## src/rtl/format_spec_parser_unit_assert.svh

```systemverilog
// Assertion macros for the conversion specification parser.
// Included by RTL files that carry concurrent checks; needs no other file.
`ifndef FORMAT_SPEC_PARSER_UNIT_ASSERT_SVH
`define FORMAT_SPEC_PARSER_UNIT_ASSERT_SVH

// Same-cycle implication, disabled while reset is asserted.
`define FSP_ASSERT_IMPL(label, clk, rst_n, ante, cons) \
    label: assert property (@(posedge clk) disable iff (!rst_n) (ante) |-> (cons)) \
        else $error("fsp assertion failed");

// Next-cycle implication, disabled while reset is asserted.
`define FSP_ASSERT_NEXT(label, clk, rst_n, ante, cons) \
    label: assert property (@(posedge clk) disable iff (!rst_n) (ante) |=> (cons)) \
        else $error("fsp assertion failed");

`endif

```

## src/rtl/fsp_pkg.sv

```systemverilog
// Package for the conversion specification parser: phase enum, state and
// result structs, character codes and the saturating decimal accumulate.
// No dependencies.
`default_nettype none

package fsp_pkg;

    localparam logic [30:0] LIMIT31 = 31'h7FFF_FFFF;

    // Character codes
    localparam logic [7:0] CH_MINUS = 8'h2D;
    localparam logic [7:0] CH_ZERO  = 8'h30;
    localparam logic [7:0] CH_HASH  = 8'h23;
    localparam logic [7:0] CH_SPACE = 8'h20;
    localparam logic [7:0] CH_PLUS  = 8'h2B;
    localparam logic [7:0] CH_DOT   = 8'h2E;
    localparam logic [7:0] CH_ONE   = 8'h31;
    localparam logic [7:0] CH_NINE  = 8'h39;
    localparam logic [7:0] CH_C     = 8'h63;
    localparam logic [7:0] CH_S     = 8'h73;
    localparam logic [7:0] CH_P     = 8'h70;
    localparam logic [7:0] CH_D     = 8'h64;
    localparam logic [7:0] CH_I     = 8'h69;
    localparam logic [7:0] CH_U     = 8'h75;
    localparam logic [7:0] CH_X_LO  = 8'h78;
    localparam logic [7:0] CH_X_UP  = 8'h58;

    // Flag bit positions
    localparam int FLAG_MINUS = 0;
    localparam int FLAG_ZERO  = 1;
    localparam int FLAG_ALT   = 2;
    localparam int FLAG_SPACE = 3;
    localparam int FLAG_PLUS  = 4;

    typedef enum logic [1:0] {
        PH_MAIN  = 2'd0,
        PH_WIDTH = 2'd1,
        PH_DOT   = 2'd2,
        PH_PREC  = 2'd3
    } t_phase;

    typedef struct packed {
        t_phase      phase;
        logic [4:0]  flags;
        logic [30:0] width;
        logic [30:0] prec;
        logic        sign;
        logic        seen;
    } t_spec_state;

    typedef struct packed {
        logic [4:0]  flag_bits;
        logic [30:0] width_out;
        logic [30:0] precision_out;
        logic        precision_negative;
        logic        precision_given;
        logic [7:0]  conversion;
        logic        consumed;
        logic        spec_error;
    } t_spec_result;

    // acc * 10 + digit, saturated at LIMIT31
    function automatic logic [30:0] acc_digit(input logic [30:0] acc, input logic [7:0] c);
        logic [34:0] v;
        v = ({4'b0, acc} << 3) + ({4'b0, acc} << 1) + {31'b0, c[3:0]};
        return (v > {4'b0, LIMIT31}) ? LIMIT31 : v[30:0];
    endfunction

    function automatic logic is_digit(input logic [7:0] c);
        return (c >= CH_ZERO) && (c <= CH_NINE);
    endfunction

    function automatic logic is_conv(input logic [7:0] c);
        return (c == CH_C) || (c == CH_S) || (c == CH_P) || (c == CH_D) ||
               (c == CH_I) || (c == CH_U) || (c == CH_X_LO) || (c == CH_X_UP);
    endfunction

endpackage

`default_nettype wire

```

## src/rtl/fsp_step.sv

```systemverilog
// Per-character update of the specification parser: next state and the
// optional result for one character. Depends on fsp_pkg.
`default_nettype none

module fsp_step
    import fsp_pkg::*;
(
    input  wire t_spec_state  i_state,
    input  wire logic [7:0]   i_ch,
    input  wire logic         i_start_spec,
    input  wire logic [30:0]  i_printed_count,
    output t_spec_state       o_state,
    output logic              o_emit,
    output t_spec_result      o_result
);

    t_spec_state st;
    logic        dig;
    logic        one_nine;
    logic        sign_ch;
    logic [4:0]  flag_bit;
    logic [31:0] ovf_sum;
    logic        width_ovf;
    logic        go_main;
    logic        main_emit;
    logic        conv_hit;

    // Clear state ahead of the character when a new spec starts
    assign st = i_start_spec ? '0 : i_state;

    // Decode the character
    assign dig      = is_digit(i_ch);
    assign one_nine = (i_ch >= CH_ONE) && (i_ch <= CH_NINE);
    assign sign_ch  = (i_ch == CH_MINUS) || (i_ch == CH_PLUS);
    assign conv_hit = is_conv(i_ch);

    always_comb begin
        flag_bit = '0;
        flag_bit[FLAG_MINUS] = (i_ch == CH_MINUS);
        flag_bit[FLAG_ZERO]  = (i_ch == CH_ZERO);
        flag_bit[FLAG_ALT]   = (i_ch == CH_HASH);
        flag_bit[FLAG_SPACE] = (i_ch == CH_SPACE);
        flag_bit[FLAG_PLUS]  = (i_ch == CH_PLUS);
    end

    // Width run ends: check width plus printed count against the limit
    assign ovf_sum   = {1'b0, st.width} + {1'b0, i_printed_count};
    assign width_ovf = (st.phase == PH_WIDTH) && !dig && (ovf_sum >= {1'b0, LIMIT31});

    // Character falls through to main-loop handling
    always_comb begin
        case (st.phase)
            PH_MAIN:  go_main = 1'b1;
            PH_WIDTH: go_main = !dig && !width_ovf;
            PH_DOT:   go_main = !one_nine && !sign_ch;
            PH_PREC:  go_main = !dig;
            default:  go_main = 1'b1;
        endcase
    end

    assign main_emit = go_main && (flag_bit == '0) && !one_nine && (i_ch != CH_DOT);

    // Next state
    always_comb begin
        o_state = st;
        case (st.phase)
            PH_WIDTH: begin
                if (dig) begin
                    o_state.width = acc_digit(st.width, i_ch);
                end else if (width_ovf) begin
                    o_state.width = '0;
                    o_state.phase = PH_MAIN;
                end
            end
            PH_DOT: begin
                if (one_nine) begin
                    o_state.seen  = 1'b1;
                    o_state.sign  = 1'b0;
                    o_state.prec  = {27'b0, i_ch[3:0]};
                    o_state.phase = PH_PREC;
                end else if (sign_ch) begin
                    o_state.seen  = 1'b1;
                    o_state.sign  = (i_ch == CH_MINUS);
                    o_state.prec  = '0;
                    o_state.phase = PH_PREC;
                end
            end
            PH_PREC: begin
                if (dig) begin
                    o_state.prec = acc_digit(st.prec, i_ch);
                end
            end
            default: begin
            end
        endcase
        if (go_main) begin
            if (flag_bit != '0) begin
                o_state.flags = st.flags | flag_bit;
                o_state.phase = PH_MAIN;
            end else if (one_nine) begin
                o_state.width = {27'b0, i_ch[3:0]};
                o_state.phase = PH_WIDTH;
            end else if (i_ch == CH_DOT) begin
                o_state.phase = PH_DOT;
            end else begin
                o_state.phase = PH_MAIN;
            end
        end
    end

    // Result beat
    always_comb begin
        o_emit                      = width_ovf || main_emit;
        o_result.flag_bits          = st.flags;
        o_result.width_out          = width_ovf ? '0 : st.width;
        o_result.precision_out      = st.prec;
        o_result.precision_negative = st.sign;
        o_result.precision_given    = st.seen;
        o_result.conversion         = (!width_ovf && conv_hit) ? i_ch : '0;
        o_result.consumed           = !width_ovf && conv_hit;
        o_result.spec_error         = width_ovf;
    end

endmodule

`default_nettype wire

```

## src/rtl/format_spec_parser_unit.sv

```systemverilog
// Top level of the printf conversion specification parser: input register,
// parser state, result register. Depends on fsp_pkg, fsp_step and the
// assertion macro header.
//
// Usage:
//   Input channel (i_in_valid / o_in_ready) carries one specification
//   character per beat, with i_start_spec set on the first character after
//   the percent sign and i_printed_count for the width overflow check.
//   Output channel (o_out_valid / i_out_ready) carries one result beat when
//   a character ends the specification; other characters give no beat.
//   Result path: a character goes through the input register, then the
//   result register; the beat is taken at an edge with i_out_ready high.
//   Throughput: one character per cycle unless stalled as below; the parser
//   state loop in fsp_step is a compare plus a times-ten add, updated once per character.
//   Stall: while a result waits in the result register, characters that
//   give no result keep flowing; a character that would give a result
//   waits in the input register, and o_in_ready drops only then.
//   Reset: clears the input and result valid flags and the parser state
//   (flags, width, precision and phase back to the main loop).
`default_nettype none
`include "format_spec_parser_unit_assert.svh"

module format_spec_parser_unit
    import fsp_pkg::*;
(
    input  wire logic        i_clk,
    input  wire logic        i_rst_n,
    input  wire logic        i_in_valid,
    output logic             o_in_ready,
    input  wire logic [7:0]  i_ch,
    input  wire logic        i_start_spec,
    input  wire logic [30:0] i_printed_count,
    output logic             o_out_valid,
    input  wire logic        i_out_ready,
    output logic [4:0]       o_flag_bits,
    output logic [30:0]      o_width_out,
    output logic [30:0]      o_precision_out,
    output logic             o_precision_negative,
    output logic             o_precision_given,
    output logic [7:0]       o_conversion,
    output logic             o_consumed,
    output logic             o_spec_error
);

    logic         r_s1_valid;
    logic [7:0]   r_s1_ch;
    logic         r_s1_start;
    logic [30:0]  r_s1_pc;
    t_spec_state  r_state;
    logic         r_out_valid;
    t_spec_result r_out;

    t_spec_state  n_state;
    t_spec_result n_out;
    logic         emit;
    logic         out_free;
    logic         s1_fire;
    logic         in_fire;

    fsp_step u_step (
        .i_state         (r_state),
        .i_ch            (r_s1_ch),
        .i_start_spec    (r_s1_start),
        .i_printed_count (r_s1_pc),
        .o_state         (n_state),
        .o_emit          (emit),
        .o_result        (n_out)
    );

    // Handshake control
    assign out_free   = !r_out_valid || i_out_ready;
    assign s1_fire    = r_s1_valid && (!emit || out_free);
    assign o_in_ready = !r_s1_valid || s1_fire;
    assign in_fire    = i_in_valid && o_in_ready;

    // Input register
    always_ff @(posedge i_clk) begin
        if (!i_rst_n) begin
            r_s1_valid <= 1'b0;
        end else if (o_in_ready) begin
            r_s1_valid <= i_in_valid;
        end
    end

    always_ff @(posedge i_clk) begin
        if (in_fire) begin
            r_s1_ch    <= i_ch;
            r_s1_start <= i_start_spec;
            r_s1_pc    <= i_printed_count;
        end
    end

    // Advance parser state once per processed character
    always_ff @(posedge i_clk) begin
        if (!i_rst_n) begin
            r_state <= '0;
        end else if (s1_fire) begin
            r_state <= n_state;
        end
    end

    // Result register: load on an emitting character, drop on a taken beat
    always_ff @(posedge i_clk) begin
        if (!i_rst_n) begin
            r_out_valid <= 1'b0;
        end else if (s1_fire && emit) begin
            r_out_valid <= 1'b1;
        end else if (i_out_ready) begin
            r_out_valid <= 1'b0;
        end
    end

    always_ff @(posedge i_clk) begin
        if (s1_fire && emit) begin
            r_out <= n_out;
        end
    end

    assign o_out_valid          = r_out_valid;
    assign o_flag_bits          = r_out.flag_bits;
    assign o_width_out          = r_out.width_out;
    assign o_precision_out      = r_out.precision_out;
    assign o_precision_negative = r_out.precision_negative;
    assign o_precision_given    = r_out.precision_given;
    assign o_conversion         = r_out.conversion;
    assign o_consumed           = r_out.consumed;
    assign o_spec_error         = r_out.spec_error;

    // Checks
    `FSP_ASSERT_IMPL(a_err_clean, i_clk, i_rst_n, o_out_valid && o_spec_error,
        (o_width_out == '0) && (o_conversion == '0) && !o_consumed)
    `FSP_ASSERT_IMPL(a_consumed_conv, i_clk, i_rst_n, o_out_valid,
        o_consumed == (o_conversion != '0))
    `FSP_ASSERT_IMPL(a_rise_from_emit, i_clk, i_rst_n, $rose(o_out_valid),
        $past(s1_fire && emit))
    `FSP_ASSERT_NEXT(a_main_after_emit, i_clk, i_rst_n, s1_fire && emit,
        r_state.phase == PH_MAIN)

endmodule

`default_nettype wire
```

## config.mk

```make
export PLATFORM = sky130hd
export DESIGN_NAME = format_spec_parser_unit
export DESIGN_NICKNAME = d
export VERILOG_FILES = /design/src/rtl/fsp_pkg.sv /design/src/rtl/fsp_step.sv /design/src/rtl/format_spec_parser_unit.sv
export VERILOG_INCLUDE_DIRS = /design/src /design/src/rtl
export SDC_FILE = /design/constraint.sdc
export NUM_CORES = 1
export LEC_CHECK = 0
export BUFFER_PORTS_ARGS = -buffer_cell sky130_fd_sc_hd__buf_4
export CORE_ASPECT_RATIO = 1.1
export CORE_MARGIN = 3
export CORE_UTILIZATION = 61
export CTS_CLUSTER_SIZE = 14
export DETAILED_ROUTE_END_ITERATION = 16
export GPL_ROUTABILITY_DRIVEN = 0
export GPL_TIMING_DRIVEN = 0
export HOLD_SLACK_MARGIN = 0.15
export PLACE_DENSITY_LB_ADDON = 0.25
export SYNTH_ARGS = -nofsm -noshare
export SYNTH_HDL_FRONTEND = slang
export SYNTH_SLANG_ARGS = --single-unit
```

## constraint.sdc

```tcl
create_clock -name i_clk -period 11.15 [get_ports i_clk]
set_input_delay 1.115 -clock i_clk [delete_from_list [all_inputs] [get_ports i_clk]]
set_output_delay 1.115 -clock i_clk [all_outputs]
set_load 0.005 [all_outputs]
```

==> metrics.yaml <==
placement:
  dp_hpwl_um: 41500
  placed_cell_area_um2: 18000
  dpl_worst_slack_ns: 2.41
  dp_cells: 2436
  portBuffers: 124
floorplan:
  die-area_um2: 29100
  row_count: 62
  core_um2: 26400
  die_x_um: 163
  die_h_um: 179
  pin_count: 125
  start_util_pct: 62.7
finish:
  syn_to_final_growth_pct: 12.2
  insertedDiodeCount: 0
  final_common_cell: "nor2_1"
  drive_gt1_share_pct: 11.7
  stdcell_area_um2: 18600
  nNetsFinal: 2266
  final_cells: 2468
  finish.utilization_pct: 70.4
  most-common-layout-cells: "nor2_1 (193), nand2_1 (136), a21oi_1 (135), buf_4 (127), edfxtp_1 (119)"
run:
  maxCapViolations: 0
timing:
  slew_viol_final: 0
  setup_viol: 0
  fin_worst_skew_ns: 0.0115
  rsz0062_at_grt: "no"
  tns_ns: 0
  clock.fmax_mhz: 108
  period_needed_ns: 9.22
  fin_crit_sh_pct: 82.7
  slew_headroom_pct: 16.1
  setup_ws_ns: 1.93
  tightest_slew_ns: 1.25
  hold_viol: 0
yosys:
  mappedNetlistArea_um2: 16500
  avgSynthCellArea_um2: 8.46
  yosysTopAreaCellShare_pct: 21.6
  ys_ff_latch: 192
  ys_types: 105
  synth_area_leaders: "edfxtp_1 (22%), dfxtp_1 (8.8%), ha_1 (8.8%), nor2_1 (4.4%), a21oi_1 (4.1%)"
  synth_edf_count: 119
  synthFlopType: "edfxtp_1"
  yosysWarnings: 0
  yosysTopAreaCell: "edfxtp_1"
  async_flop_share_pct: 0
  yosysSeqAreaShare_pct: 30.4
  synth_cells: 1957
  syn-num-nets: 2120
cts:
  cts_root_buf: "clkbuf_16"
  cts_buffers: 17
  cts_tree: "yes"
  clk_latency_ns: 0.47
  hold_buffers: 0
  ctsResizeCount: 0
  clock_path_buffers: 2
  path_clk_slew_ns: 0.08
  cts_sinks: 192
  cts_setup_buffers: 0
  htree_levels: 4
grt:
  grt_pass1_vias: 16200
  antenna_found_initial: 0
  overflow: 0
  grt_pass1_wl_um: 85000
  grt_max_degree: 31
  grt_use_total_pct: 37.0
critical_path:
  start_kind: "register"
  slowest_stage: "nor3_1"
  path_max_fanout: 10
  cp.required_ns: 11.45
  end_kind: "register"
  cp_cell_sequence: "buf_6, buf_6, buf_6, buf_2, buf_2, buf_2, clkbuf_1, clkbuf_1, buf_1, nor2_1, ha_1, ha_1, a21oi_1, o21ai_0, a211oi_1, o31ai_1, a41oi_1, o31ai_1, a2111oi_0, nand2_1, nor3_1, a21oi_1, o21ai_0, a31oi_1"
  max_stage_delay_ns: 0.96
  critical_path_class: "register to register"
  crit_arrival_ns: 9.52
power_and_ir_drop:
  switching_share_pct: 30.9
  p_clk_share_pct: 35.4
  power_density_nw_per_um2: 93.1
  ir_drop_mv: 0.0907
  p_comb_share_pct: 18.1
  seqPwrFrac_pct: 46.5
  power.switching_w: 0.000533
  p_int_w: 0.00119
  cellLeakagePower_nw: 7.69
route:
  num_vias: 17400
  routed_wl_um: 55200
  firstDrtPassIters: 8
  routedWlPerCell_um: 22.4
  vias_per_cell: 7.04
  drtAntennaViolNets: 0
  dr.first_iter.drc_count: 2558
  drc: 0
hold_path:
  min_path_type: "register to register"
outcome:
  status: "complete, no violations"
==> final timing paths <==
path	start	to	depth (start not counted)	slack [ns]
max	r_s1_start	r_state[12]	24	1.93
min	r_state[8]	r_state[8]	2	0.46
max reg2reg	r_s1_start	r_state[12]	24	1.93
min reg2reg	r_state[8]	r_state[8]	2	0.46
==> final cells by class <==
cell class              instances  area [µm²]
multi-input cells            1561       10600
fillers                      2106        7810
flip-flops and latches        192        5030
repair buffers                127         991
plain buffers                 140         646
well taps                     352         440
clock buffers                  17         425
inverters                      64         240
clock inverters                15         144
==> registers in the layout, summed over array words and instances (netlist names) <==
signal	cells
r_s1_start	1
o_width_out	31
o_precision_out	31
o_precision_given	1
o_precision_negative	1
r_s1_pc	31
o_consumed	1
o_out_valid	1
o_flag_bits	5
r_state	71
r_s1_ch	8
o_conversion	8
o_spec_error	1
r_s1_valid	1
==> stage by stage <==
stage | total power (W) | hold slack [ns]
finish | 0.00173 | 0.461
global route | 0.00178 | 0.481
CTS | 0.00171 | 0.459
global placement | 0.00111 | 0.438
floorplan | 0.00101 | 0.425
detailed placement | 0.00112 | 0.446
==> cells in the mapped netlist (23+ instances only) <==
cell and n:
inv_1 62, xor2_1 36, o21ai_0 92, nor2_1 193, nor2b_1 60, a31oi_1 44, xnor2_1 77, a21oi_1 135
nand4_1 27, ha_1 116, edfxtp_1 119, o22ai_1 30, a21o_1 47, nand2b_1 36, buf_2 41, nor3_1 35
o211ai_1 41, o32ai_1 23, dfxtp_1 73, nand2_1 136, nand3_1 47, and2_1 32, clkbuf_1 77
==> layer usage <==
metal / vias to the layer above / global-route usage [%] / wire [µm]
met5: - / 0 / 0
met4: 0 / 25.0 / 4550
met3: 365 / 7.32 / 5760
met2: 1287 / 60.5 / 24900
met1: 8048 / 44.1 / 20000
li1: 7676 / - / -
==> worst max-delay path, delay by kind of cell (launching register included) <==
family	cells	cell delay, ns
DFF	1	0.40
buffers and inverters	9	3.31
adders and majority gates	2	0.74
AOI/OAI and AO/OA	10	3.18
and+or+nand+nor	3	1.39
==> cell families (layout without fill, tap and decap cells) <==
family / after synthesis / in the layout / synth area share, %
simple gates: 672 / 672 / 20.9
compound gates: 646 / 646 / 27.5
buf+inv: 204 / 363 / 5.35
flops: 192 / 192 / 30.4
fa+ha+maj: 119 / 119 / 9.13
xor+xnor: 114 / 114 / 6.12
mux: 9 / 9 / 0.552
other cells: 1 / 1 / 0.0227
==> power by group through the flow <==
| stage | Sequential [W] | Combinational, W | Clock [W] |
|---|---|---|---|
| 2_1_floorplan | 0.000817 | 0.000191 | 0 |
| 3_3_place_gp | 0.000823 | 0.000289 | 0 |
| 3_5_place_dp | 0.000819 | 0.000299 | 0 |
| 4_1_cts | 0.000803 | 0.000301 | 0.000610 |
| 5_1_grt | 0.000806 | 0.000331 | 0.000642 |
| 6_report | 0.000804 | 0.000313 | 0.000611 |
Power figures use the tool's default switching activity.
